==> config.mk <==
export PLATFORM = sky130hd
export DESIGN_NAME = pll_nk_factor_search
export DESIGN_NICKNAME = d
export VERILOG_FILES = /design/src/hdl/plnk_pkg.sv /design/src/hdl/pll_nk_factor_search.sv
export SDC_FILE = /design/constraint.sdc
export NUM_CORES = 2
export LEC_CHECK = 0
export ABC_AREA = 1
export BUFFER_PORTS_ARGS = -buffer_cell sky130_fd_sc_hd__buf_2
export CORE_MARGIN = 1.5
export CORE_UTILIZATION = 40
export CTS_BUF_LIST = sky130_fd_sc_hd__clkbuf_8
export CTS_CLUSTER_SIZE = 30
export DETAILED_ROUTE_END_ITERATION = 8
export GPL_TIMING_DRIVEN = 0
export HOLD_SLACK_MARGIN = 0.12
export SLEW_MARGIN = 10
export SYNTH_ARGS = -nofsm -noshare
export SYNTH_HDL_FRONTEND = slang
export SYNTH_SLANG_ARGS = --single-unit
export TNS_END_PERCENT = 30
==> constraint.sdc <==
create_clock -name clock -period 22.4 [get_ports clock]
set_input_delay 3.36 -clock clock [delete_from_list [all_inputs] [get_ports clock]]
set_output_delay 3.36 -clock clock [all_outputs]
set_load 0.005 [all_outputs]
==> src/hdl/plnk_pkg.sv <==
// Shared types, field widths and codes for the PLL N/K factor search block.
`timescale 1ns / 1ps

package plnk_pkg;

   // Fixed field widths
   localparam int RATE_W     = 32;
   localparam int FUNC_W     = 2;
   localparam int NF_OUT_W   = 6;
   localparam int KF_OUT_W   = 3;
   localparam int NRANGE_W   = 6;
   localparam int KRANGE_W   = 3;
   localparam int PD_W       = 5;
   localparam int CSR_IDX_W  = 3;
   localparam int CSR_DATA_W = 6;

   // Default code field widths
   localparam int N_WIDTH_DEF = 5;
   localparam int K_WIDTH_DEF = 2;

   // Request function codes
   localparam logic [FUNC_W-1:0] FUNC_ROUND  = 2'd0;
   localparam logic [FUNC_W-1:0] FUNC_SET    = 2'd1;
   localparam logic [FUNC_W-1:0] FUNC_RECALC = 2'd2;

   // Register indexes
   localparam logic [CSR_IDX_W-1:0] CSR_N_MIN    = 3'd0;
   localparam logic [CSR_IDX_W-1:0] CSR_N_MAX    = 3'd1;
   localparam logic [CSR_IDX_W-1:0] CSR_K_MIN    = 3'd2;
   localparam logic [CSR_IDX_W-1:0] CSR_K_MAX    = 3'd3;
   localparam logic [CSR_IDX_W-1:0] CSR_N_OFFSET = 3'd4;
   localparam logic [CSR_IDX_W-1:0] CSR_K_OFFSET = 3'd5;
   localparam logic [CSR_IDX_W-1:0] CSR_PD_EN    = 3'd6;
   localparam logic [CSR_IDX_W-1:0] CSR_PD_VALUE = 3'd7;

   typedef struct packed {
      logic [FUNC_W-1:0] func;
      logic [RATE_W-1:0] parent_rate;
      logic [RATE_W-1:0] target_rate;
   } req_type;

   typedef struct packed {
      logic [RATE_W-1:0]   rate;
      logic [NF_OUT_W-1:0] n_factor;
      logic [KF_OUT_W-1:0] k_factor;
   } rsp_type;

endpackage

==> src/hdl/pll_nk_factor_search.sv <==
// Top level of the PLL N/K factor search: sequencer, search datapath and bit-serial divider.
`timescale 1ns / 1ps

// From accept to result beat a request passes the prep steps (PREP_K, PREP_N), the search, the
// serial divide with the post divider on, and the finish step; an unknown func goes straight to
// the finish step. The search tests one pair per cycle, (n_hi - n_lo + 1) * (k_hi - k_lo + 1)
// pairs for round/set (none for recalc or an empty range); the divide yields P_W (41) serial
// quotient bits. Busy from accept to result beat, taking no new request; no receiver stall.
// Synchronous active-high reset restores register defaults, clears the N/K codes and idles.
module pll_nk_factor_search #(
   parameter int N_WIDTH = plnk_pkg::N_WIDTH_DEF,
   parameter int K_WIDTH = plnk_pkg::K_WIDTH_DEF
) (
   input  logic                                clock,
   input  logic                                reset,
   // request channel
   input  logic                                start,
   output logic                                busy,
   input  plnk_pkg::req_type                   req_data,
   // result channel
   output logic                                rsp_valid,
   output plnk_pkg::rsp_type                   rsp_data,
   // register write port
   input  logic                                csr_we,
   input  logic [plnk_pkg::CSR_IDX_W-1:0]      csr_index,
   input  logic [plnk_pkg::CSR_DATA_W-1:0]     csr_wdata
);

   // internal factor widths: wide enough for the register ranges and for 2^WIDTH
   localparam int NF_W  = (N_WIDTH + 1 > plnk_pkg::NRANGE_W) ? N_WIDTH + 1 : plnk_pkg::NRANGE_W;
   localparam int KF_W  = (K_WIDTH + 1 > plnk_pkg::KRANGE_W) ? K_WIDTH + 1 : plnk_pkg::KRANGE_W;
   localparam int PK_W  = plnk_pkg::RATE_W + KF_W;           // parent * k
   localparam int P_W   = PK_W + NF_W;                       // parent * n * k
   localparam int TGT_W = plnk_pkg::RATE_W + plnk_pkg::PD_W; // target * postdiv
   localparam int DC_W  = $clog2(P_W);
   localparam int PD_W  = plnk_pkg::PD_W;

   typedef enum logic [5:0] {
      ST_IDLE   = 6'b000001,
      ST_PREP_K = 6'b000010,
      ST_PREP_N = 6'b000100,
      ST_SEARCH = 6'b001000,
      ST_DIVIDE = 6'b010000,
      ST_FINISH = 6'b100000
   } state_type;

   // ---------------------------------------------------------------- registers
   state_type state_ff, state_in;
   logic      rsp_valid_ff, rsp_valid_in;

   // configuration
   logic [plnk_pkg::NRANGE_W-1:0] n_min_ff, n_min_in, n_max_ff, n_max_in;
   logic [plnk_pkg::KRANGE_W-1:0] k_min_ff, k_min_in, k_max_ff, k_max_in;
   logic                          n_offset_ff, n_offset_in, k_offset_ff, k_offset_in;
   logic                          pd_en_ff, pd_en_in;
   logic [PD_W-1:0]               pd_value_ff, pd_value_in;

   // stored codes
   logic [N_WIDTH-1:0] n_code_ff, n_code_in;
   logic [K_WIDTH-1:0] k_code_ff, k_code_in;

   // datapath (no reset)
   logic [plnk_pkg::FUNC_W-1:0] func_ff, func_in;
   logic [plnk_pkg::RATE_W-1:0] parent_ff, parent_in;
   logic [TGT_W-1:0]            tgt_ff, tgt_in;
   logic [PK_W-1:0]             pk_ff, pk_in;
   logic [P_W-1:0]              pn_ff, pn_in;
   logic [P_W-1:0]              base_ff, base_in;
   logic [P_W-1:0]              p_ff, p_in;
   logic [P_W-1:0]              best_ff, best_in;
   logic [P_W-1:0]              val_ff, val_in;
   logic [NF_W-1:0]             n_ff, n_in, nf_ff, nf_in;
   logic [KF_W-1:0]             k_ff, k_in, kf_ff, kf_in;
   logic [PD_W-1:0]             rem_ff, rem_in;
   logic [DC_W-1:0]             dcnt_ff, dcnt_in;
   plnk_pkg::rsp_type           rsp_ff, rsp_in;

   // ---------------------------------------------------------------- combinational helpers
   logic [PD_W-1:0]    pd_eff;
   logic [NF_W-1:0]    n_lo, n_hi;
   logic [KF_W-1:0]    k_lo, k_hi;
   logic               is_recalc;
   logic [N_WIDTH:0]   n_sum;
   logic [K_WIDTH:0]   k_sum;
   logic [NF_W-1:0]    nf_rc;
   logic [KF_W-1:0]    kf_rc;
   logic [P_W-1:0]     mulb;
   logic               hit;
   logic [P_W-1:0]     best_upd;
   logic [NF_W-1:0]    nf_upd;
   logic [KF_W-1:0]    kf_upd;
   logic [PD_W:0]      rem_shift, rem_sub;
   logic               q_bit;
   logic               store_en;
   logic [NF_W-1:0]    store_nf;
   logic [KF_W-1:0]    store_kf;
   logic [NF_W-1:0]    nf_code_full;
   logic [KF_W-1:0]    kf_code_full;
   state_type          post_state;

   always_comb begin
      pd_eff    = (pd_value_ff == '0) ? PD_W'(1) : pd_value_ff;
      n_lo      = NF_W'(n_min_ff);
      k_lo      = KF_W'(k_min_ff);
      n_hi      = (n_max_ff == '0) ? NF_W'(1 << N_WIDTH) : NF_W'(n_max_ff);
      k_hi      = (k_max_ff == '0) ? KF_W'(1 << K_WIDTH) : KF_W'(k_max_ff);
      is_recalc = (func_ff == plnk_pkg::FUNC_RECALC);

      // recalc factors: a factor of zero counts as one
      n_sum = (N_WIDTH+1)'(n_code_ff) + (N_WIDTH+1)'(n_offset_ff);
      k_sum = (K_WIDTH+1)'(k_code_ff) + (K_WIDTH+1)'(k_offset_ff);
      nf_rc = (n_sum == '0) ? NF_W'(1) : NF_W'(n_sum);
      kf_rc = (k_sum == '0) ? KF_W'(1) : KF_W'(k_sum);

      // second product of the prep pair: (parent * k) * n
      mulb = P_W'(pk_ff) * P_W'(is_recalc ? nf_ff : n_lo);

      // candidate compare: fits under target and strictly better (first found wins ties)
      hit      = (p_ff <= P_W'(tgt_ff)) && (p_ff > best_ff);
      best_upd = hit ? p_ff : best_ff;
      nf_upd   = hit ? n_ff : nf_ff;
      kf_upd   = hit ? k_ff : kf_ff;

      // restoring divider step
      rem_shift = {rem_ff, val_ff[P_W-1]};
      rem_sub   = rem_shift - {1'b0, pd_eff};
      q_bit     = (rem_shift >= {1'b0, pd_eff});

      post_state = pd_en_ff ? ST_DIVIDE : ST_FINISH;
   end

   // ---------------------------------------------------------------- sequencer
   always_comb begin
      state_in     = state_ff;
      rsp_valid_in = 1'b0;
      func_in      = func_ff;
      parent_in    = parent_ff;
      tgt_in       = tgt_ff;
      pk_in        = pk_ff;
      pn_in        = pn_ff;
      base_in      = base_ff;
      p_in         = p_ff;
      best_in      = best_ff;
      val_in       = val_ff;
      n_in         = n_ff;
      k_in         = k_ff;
      nf_in        = nf_ff;
      kf_in        = kf_ff;
      rem_in       = rem_ff;
      dcnt_in      = dcnt_ff;
      rsp_in       = rsp_ff;
      store_en     = 1'b0;
      store_nf     = nf_upd;
      store_kf     = kf_upd;

      case (state_ff)
         ST_IDLE: begin
            if (start) begin
               func_in   = req_data.func;
               parent_in = req_data.parent_rate;
               // scale target up by the post divider so the search compares pre-divider rates
               tgt_in    = pd_en_ff ? TGT_W'(req_data.target_rate) * TGT_W'(pd_eff)
                                    : TGT_W'(req_data.target_rate);
               case (req_data.func)
                  plnk_pkg::FUNC_ROUND,
                  plnk_pkg::FUNC_SET: begin
                     state_in = ST_PREP_K;
                  end
                  plnk_pkg::FUNC_RECALC: begin
                     nf_in    = nf_rc;
                     kf_in    = kf_rc;
                     state_in = ST_PREP_K;
                  end
                  default: begin
                     // unknown function: zero answer, codes untouched
                     val_in   = '0;
                     nf_in    = '0;
                     kf_in    = '0;
                     state_in = ST_FINISH;
                  end
               endcase
            end
         end

         ST_PREP_K: begin
            pk_in    = PK_W'(parent_ff) * PK_W'(is_recalc ? kf_ff : k_lo);
            state_in = ST_PREP_N;
         end

         ST_PREP_N: begin
            if (is_recalc) begin
               val_in   = mulb;
               rem_in   = '0;
               dcnt_in  = '0;
               state_in = post_state;
            end else begin
               pn_in   = P_W'(parent_ff) * P_W'(n_lo);
               base_in = mulb;
               p_in    = mulb;
               best_in = '0;
               nf_in   = '0;
               kf_in   = '0;
               n_in    = n_lo;
               k_in    = k_lo;
               if ((n_lo > n_hi) || (k_lo > k_hi)) begin
                  // empty range: nothing fits
                  val_in   = '0;
                  store_en = (func_ff == plnk_pkg::FUNC_SET);
                  store_nf = '0;
                  store_kf = '0;
                  rem_in   = '0;
                  dcnt_in  = '0;
                  state_in = post_state;
               end else begin
                  state_in = ST_SEARCH;
               end
            end
         end

         ST_SEARCH: begin
            best_in = best_upd;
            nf_in   = nf_upd;
            kf_in   = kf_upd;
            if (k_ff == k_hi) begin
               if (n_ff == n_hi) begin
                  val_in   = best_upd;
                  store_en = (func_ff == plnk_pkg::FUNC_SET);
                  rem_in   = '0;
                  dcnt_in  = '0;
                  state_in = post_state;
               end else begin
                  // next N row: products step by parent and parent * k_lo
                  n_in    = n_ff + NF_W'(1);
                  k_in    = k_lo;
                  pn_in   = pn_ff + P_W'(parent_ff);
                  base_in = base_ff + P_W'(pk_ff);
                  p_in    = base_ff + P_W'(pk_ff);
               end
            end else begin
               k_in = k_ff + KF_W'(1);
               p_in = p_ff + pn_ff;
            end
         end

         ST_DIVIDE: begin
            val_in  = {val_ff[P_W-2:0], q_bit};
            rem_in  = q_bit ? rem_sub[PD_W-1:0] : rem_shift[PD_W-1:0];
            dcnt_in = dcnt_ff + DC_W'(1);
            if (dcnt_ff == DC_W'(P_W - 1)) begin
               state_in = ST_FINISH;
            end
         end

         ST_FINISH: begin
            rsp_in.rate     = (|val_ff[P_W-1:plnk_pkg::RATE_W]) ? '1
                                                                : val_ff[plnk_pkg::RATE_W-1:0];
            rsp_in.n_factor = nf_ff[plnk_pkg::NF_OUT_W-1:0];
            rsp_in.k_factor = kf_ff[plnk_pkg::KF_OUT_W-1:0];
            rsp_valid_in    = 1'b1;
            state_in        = ST_IDLE;
         end

         default: begin
            state_in = ST_IDLE;
         end
      endcase
   end

   // stored codes: factor minus offset, wrapped to the code width
   always_comb begin
      nf_code_full = store_nf - NF_W'(n_offset_ff);
      kf_code_full = store_kf - KF_W'(k_offset_ff);
      n_code_in    = store_en ? nf_code_full[N_WIDTH-1:0] : n_code_ff;
      k_code_in    = store_en ? kf_code_full[K_WIDTH-1:0] : k_code_ff;
   end

   // register writes
   always_comb begin
      n_min_in    = n_min_ff;
      n_max_in    = n_max_ff;
      k_min_in    = k_min_ff;
      k_max_in    = k_max_ff;
      n_offset_in = n_offset_ff;
      k_offset_in = k_offset_ff;
      pd_en_in    = pd_en_ff;
      pd_value_in = pd_value_ff;
      if (csr_we) begin
         case (csr_index)
            plnk_pkg::CSR_N_MIN:    n_min_in    = csr_wdata[plnk_pkg::NRANGE_W-1:0];
            plnk_pkg::CSR_N_MAX:    n_max_in    = csr_wdata[plnk_pkg::NRANGE_W-1:0];
            plnk_pkg::CSR_K_MIN:    k_min_in    = csr_wdata[plnk_pkg::KRANGE_W-1:0];
            plnk_pkg::CSR_K_MAX:    k_max_in    = csr_wdata[plnk_pkg::KRANGE_W-1:0];
            plnk_pkg::CSR_N_OFFSET: n_offset_in = csr_wdata[0];
            plnk_pkg::CSR_K_OFFSET: k_offset_in = csr_wdata[0];
            plnk_pkg::CSR_PD_EN:    pd_en_in    = csr_wdata[0];
            plnk_pkg::CSR_PD_VALUE: pd_value_in = csr_wdata[PD_W-1:0];
            default: ;
         endcase
      end
   end

   // ---------------------------------------------------------------- flops
   always_ff @(posedge clock) begin
      if (reset) begin
         state_ff     <= ST_IDLE;
         rsp_valid_ff <= 1'b0;
         n_min_ff     <= plnk_pkg::NRANGE_W'(1);
         n_max_ff     <= '0;
         k_min_ff     <= plnk_pkg::KRANGE_W'(1);
         k_max_ff     <= '0;
         n_offset_ff  <= 1'b1;
         k_offset_ff  <= 1'b1;
         pd_en_ff     <= 1'b0;
         pd_value_ff  <= PD_W'(1);
         n_code_ff    <= '0;
         k_code_ff    <= '0;
      end else begin
         state_ff     <= state_in;
         rsp_valid_ff <= rsp_valid_in;
         n_min_ff     <= n_min_in;
         n_max_ff     <= n_max_in;
         k_min_ff     <= k_min_in;
         k_max_ff     <= k_max_in;
         n_offset_ff  <= n_offset_in;
         k_offset_ff  <= k_offset_in;
         pd_en_ff     <= pd_en_in;
         pd_value_ff  <= pd_value_in;
         n_code_ff    <= n_code_in;
         k_code_ff    <= k_code_in;
      end
   end

   always_ff @(posedge clock) begin
      func_ff   <= func_in;
      parent_ff <= parent_in;
      tgt_ff    <= tgt_in;
      pk_ff     <= pk_in;
      pn_ff     <= pn_in;
      base_ff   <= base_in;
      p_ff      <= p_in;
      best_ff   <= best_in;
      val_ff    <= val_in;
      n_ff      <= n_in;
      k_ff      <= k_in;
      nf_ff     <= nf_in;
      kf_ff     <= kf_in;
      rem_ff    <= rem_in;
      dcnt_ff   <= dcnt_in;
      rsp_ff    <= rsp_in;
   end

   assign busy      = (state_ff != ST_IDLE);
   assign rsp_valid = rsp_valid_ff;
   assign rsp_data  = rsp_ff;

`ifndef ASSERT_OFF
   // a result beat only follows the finish step
   a_rsp_after_finish: assert property (@(posedge clock) disable iff (reset)
      rsp_valid_ff |-> $past(state_ff == ST_FINISH))
      else $error("result beat without finish step");

   // an accepted request always occupies the block next cycle
   a_accept_busy: assert property (@(posedge clock) disable iff (reset)
      (start && !busy) |=> busy)
      else $error("accepted request did not start the sequencer");

   // the best product never exceeds the scaled target
   a_best_fits: assert property (@(posedge clock) disable iff (reset)
      (state_ff == ST_SEARCH) |-> (best_ff <= P_W'(tgt_ff)))
      else $error("best product above target");

   // search counters stay inside the configured ranges
   a_search_range: assert property (@(posedge clock) disable iff (reset)
      (state_ff == ST_SEARCH) |-> (n_ff >= n_lo && n_ff <= n_hi && k_ff >= k_lo && k_ff <= k_hi))
      else $error("search counter out of range");
`endif

endmodule

==> run summary <==
Chip Width -> 346.3 um
Port Buffer Count -> 120
vias in the first global route -> 42120
Synth Area in Compound Gates -> 13.36%
setup slack, reg-to-reg -> 15010 ps
depth of the CTS H-tree -> 3
Top Ports -> 122
Max-slew headroom -> 8.297%
Tcrit/Tclk final -> 32.99%
mux share of post-synthesis cell area -> 0%
Final nets -> 7268
post-CTS setup buffer count -> 0
layout cells sized above 1 -> 5.813%
clk buf depth -> 3
crit path launch type -> register
simple-gate portion of the synthesized area -> 21.01%
Synth Area in XOR/XNOR -> 2.731%
global placement routability congestion -> 1.010
number of flops mapped to enable cells by yosys -> 381
synth warn -> 0
Clock Sink Count -> 421
die area -> 119900 sq um
Cell Pwr Density -> 75.74 nW/um^2
vias per cell -> 5.421
routed vias -> 43430
Routed wire per std cell -> 21.25 um
Worst VDD drop -> 0.00006943 V
Worst Setup End Kind -> register
DP Area -> 50090 sq um
first-pass GRT wire length -> 256000 um
Post-Syn Instances -> 6199
Hold Path Depth -> 2
initial antenna violation count -> 5
Min-Delay Endpoint -> n_max_ff[5]$_SDFFE_PP0P_
Core Footprint -> 116500 sq um
Setup CP Type -> reg2reg
HP Start -> n_max_ff[5]$_SDFFE_PP0P_
post-route minimum period -> 7390 ps
Die Y -> 346.3 um
placed insts -> 7869
Finished Cell Area -> 51760 sq um
Tot GR Track Use -> 28.20%
R2R Path Start -> func_ff[0]$_DFFE_PP_
Routed Antenna Nets -> 0
max frequency -> 135.3 MHz
non-filler cells, final -> 8012
status -> finished clean
setup TNS -> 0 ps
post-detail-place hpwl -> 140700 um
DR pass1 iterations -> 7
Worst EP required -> 22990 ps
Seq cells post-synth -> 421
worst reg-to-reg path cell count -> 23
Post-Syn Nets -> 7042
Pleak -> 25.28 nW
DRC violations left -> 0
row count -> 125
largest family of logic cells by synthesized area -> adder cells
pin count of the biggest net entering global routing -> 27
Yosys cell types -> 67
clock latency on the worst-skew pair -> 790 ps
Critical Path AT -> 7980 ps
CTS tree -> built
clk_skew -> 86.11 ps
HP Class -> reg2reg
crit path max fanout -> 10
Mapped Area -> 47140 sq um
syn avg cell area -> 7.605 sq um
fillers -> 11930
sequential area share after synthesis -> 25.97%
GR Overflow Total -> 0
# hold bufs at CTS -> 0
drt total wl -> 170300 um
ys flop type -> edfxtp_1
Max Cap Viol -> 0
RSZ-0062 raised after global routing -> false
ys async rst share -> 0%
Initial Utilization -> 40.46%
Worst-path clk slew -> 60 ps
post-CTS sizing -> 0
worst slew pin tran -> 1361 ps
adder-cell share of the synthesized area -> 26.31%
setup violators final -> 0
clk root buf -> clkbuf_8
initial drt markers -> 4378
Area Growth Syn to Fin -> 9.799%
final hold violation count -> 0
Slew Limit Fails -> 0
CTS Buf Count -> 78
reg-to-reg endpoint -> p_ff[19]$_DFFE_PP_
[flip-flops by register name (all words and copies together) (netlist names), 32 cells and up]
name       flops
parent_ff     32
pk_ff         35
val_ff        41
p_ff          41
base_ff       41
rsp_data      41
best_ff       41
tgt_ff        37
pn_ff         41
[cells in the mapped netlist, types with 7 or more instances]
| master | count | area share (%) |
|---|---|---|
| nor2_1 | 668 | 5.3 |
| xor2_1 | 86 | 1.6 |
| o21a_1 | 27 | 0.43 |
| o2111ai_1 | 9 | 0.17 |
| fa_1 | 379 | 16 |
| nand3_1 | 210 | 2.2 |
| inv_2 | 8 | 0.064 |
| nand3b_1 | 18 | 0.29 |
| a21o_1 | 27 | 0.43 |
| nand4_1 | 41 | 0.54 |
| nand2_1 | 1355 | 11 |
| o21ai_2 | 9 | 0.17 |
| o21ai_1 | 38 | 0.40 |
| o22ai_1 | 9 | 0.12 |
| and3_1 | 7 | 0.093 |
| ha_1 | 385 | 10 |
| clkbuf_1 | 127 | 1.0 |
| a211oi_1 | 12 | 0.19 |
| or2_2 | 37 | 0.49 |
| a221oi_1 | 7 | 0.13 |
| o21ai_0 | 329 | 3.5 |
| inv_1 | 1135 | 9.0 |
| o221ai_1 | 16 | 0.30 |
| nor3_1 | 45 | 0.48 |
| o21bai_1 | 19 | 0.30 |
| a21boi_0 | 7 | 0.11 |
| a21oi_2 | 13 | 0.24 |
| or2_1 | 8 | 0.11 |
| nor4_1 | 16 | 0.21 |
| edfxtp_1 | 381 | 24 |
| o211ai_1 | 23 | 0.37 |
| dfxtp_1 | 40 | 1.7 |
| buf_1 | 31 | 0.25 |
| xnor2_1 | 61 | 1.1 |
| a21oi_1 | 479 | 5.1 |
| a31oi_1 | 69 | 0.92 |
[layout make-up]
| class | instances | area (sq um) | area share, % |
|---|---|---|---|
| Clock inverter | 55 | 488.0 | 0.9427 |
| Antenna cell | 3 | 7.507 | 0.01450 |
| Multi-Input combinational cell | 4460 | 29970 | 57.90 |
| Inverter | 1147 | 4312 | 8.330 |
| Clock buffer | 85 | 1170 | 2.260 |
| Buffer | 171 | 694.4 | 1.342 |
| Tap cell | 1524 | 1907 | 3.684 |
| Sequential cell | 421 | 12240 | 23.65 |
| Timing Repair Buffer | 146 | 973.4 | 1.881 |
[per-layer routing]
metal	global-route usage (%)	routed length, um	part of all wire [%]
met5	0	104	0.061
met4	13.94	9454	5.6
met3	3.653	13700	8.0
met2	42.21	71280	42
met1	40.03	75720	44
[worst max-delay path, stage by stage (launching register included)]
cell and delay [ps]:
edfxtp_1 390, inv_1 60, nand2_1 180, clkbuf_1 330, o21ai_1 1020, clkbuf_1 700
nor2_1 120, fa_1 480, fa_1 500, inv_1 50, fa_1 490, inv_1 50
ha_1 340, a21oi_1 200, o21ai_0 140, a21boi_1 210, nand2_1 150, nand2_1 90
nand2_1 60, xor2_1 640, nand2_1 330, o21ai_0 410, nor2_1 80, a31oi_1 180
[logic make-up after synthesis]
logic type / after synthesis
compound gates: 1119
flops: 421
fa+ha+maj: 764
buf+inv: 1318
simple gates: 2430
xor+xnor: 147
[how the worst max path moves through the flow]
stage / start / to / cells past startpoint
floorplan: k_ff[0]$_DFFE_PP_ / base_ff[0]$_DFFE_PP_ / 6
global placement: k_ff[0]$_DFFE_PP_ / pn_ff[19]$_DFFE_PP_ / 6
detailed placement: req_data[8] / tgt_ff[27]$_DFFE_PP_ / 18
CTS: func_ff[0]$_DFFE_PP_ / p_ff[19]$_DFFE_PP_ / 23
global route: func_ff[0]$_DFFE_PP_ / p_ff[27]$_DFFE_PP_ / 24
finish: func_ff[0]$_DFFE_PP_ / p_ff[19]$_DFFE_PP_ / 23
[power by group]
group,internal (W),switching (W)
registers,0.000999,0.0000394
logic,0.000594,0.00147
clock network,0.000439,0.000384
[through the flow]
stage | hold WS, ps | setup slack (ps) | util, % | total power [W]
floorplan | 420.8 | 14120 | - | 0.002290
global placement | 479.2 | 8882 | 42.61 | 0.003022
detailed placement | 483.8 | 14740 | 42.99 | 0.003042
CTS | 493.0 | 15200 | 44.42 | 0.003879
global route | 508.5 | 14700 | 44.42 | 0.004142
finish | 487.3 | 15010 | 44.43 | 0.003920
[layout by cell type (no fill, tap or decap), types with 27 or more instances in the layout]
master / count
o21a_1: 27
xnor2_1: 61
clkbuf_1: 127
inv_1: 1156
o21ai_1: 36
a31oi_1: 69
or2_2: 37
xor2_1: 86
o21ai_0: 326
dfxtp_1: 40
nor3_1: 43
nor2_1: 667
buf_1: 31
a21o_1: 27
fa_1: 379
nand4_1: 41
edfxtp_1: 381
a21oi_1: 478
nand2_1: 1355
clkbuf_8: 85
ha_1: 385
nand3_1: 210
buf_2: 129
No activity file was read; power rests on OpenSTA's default activity.
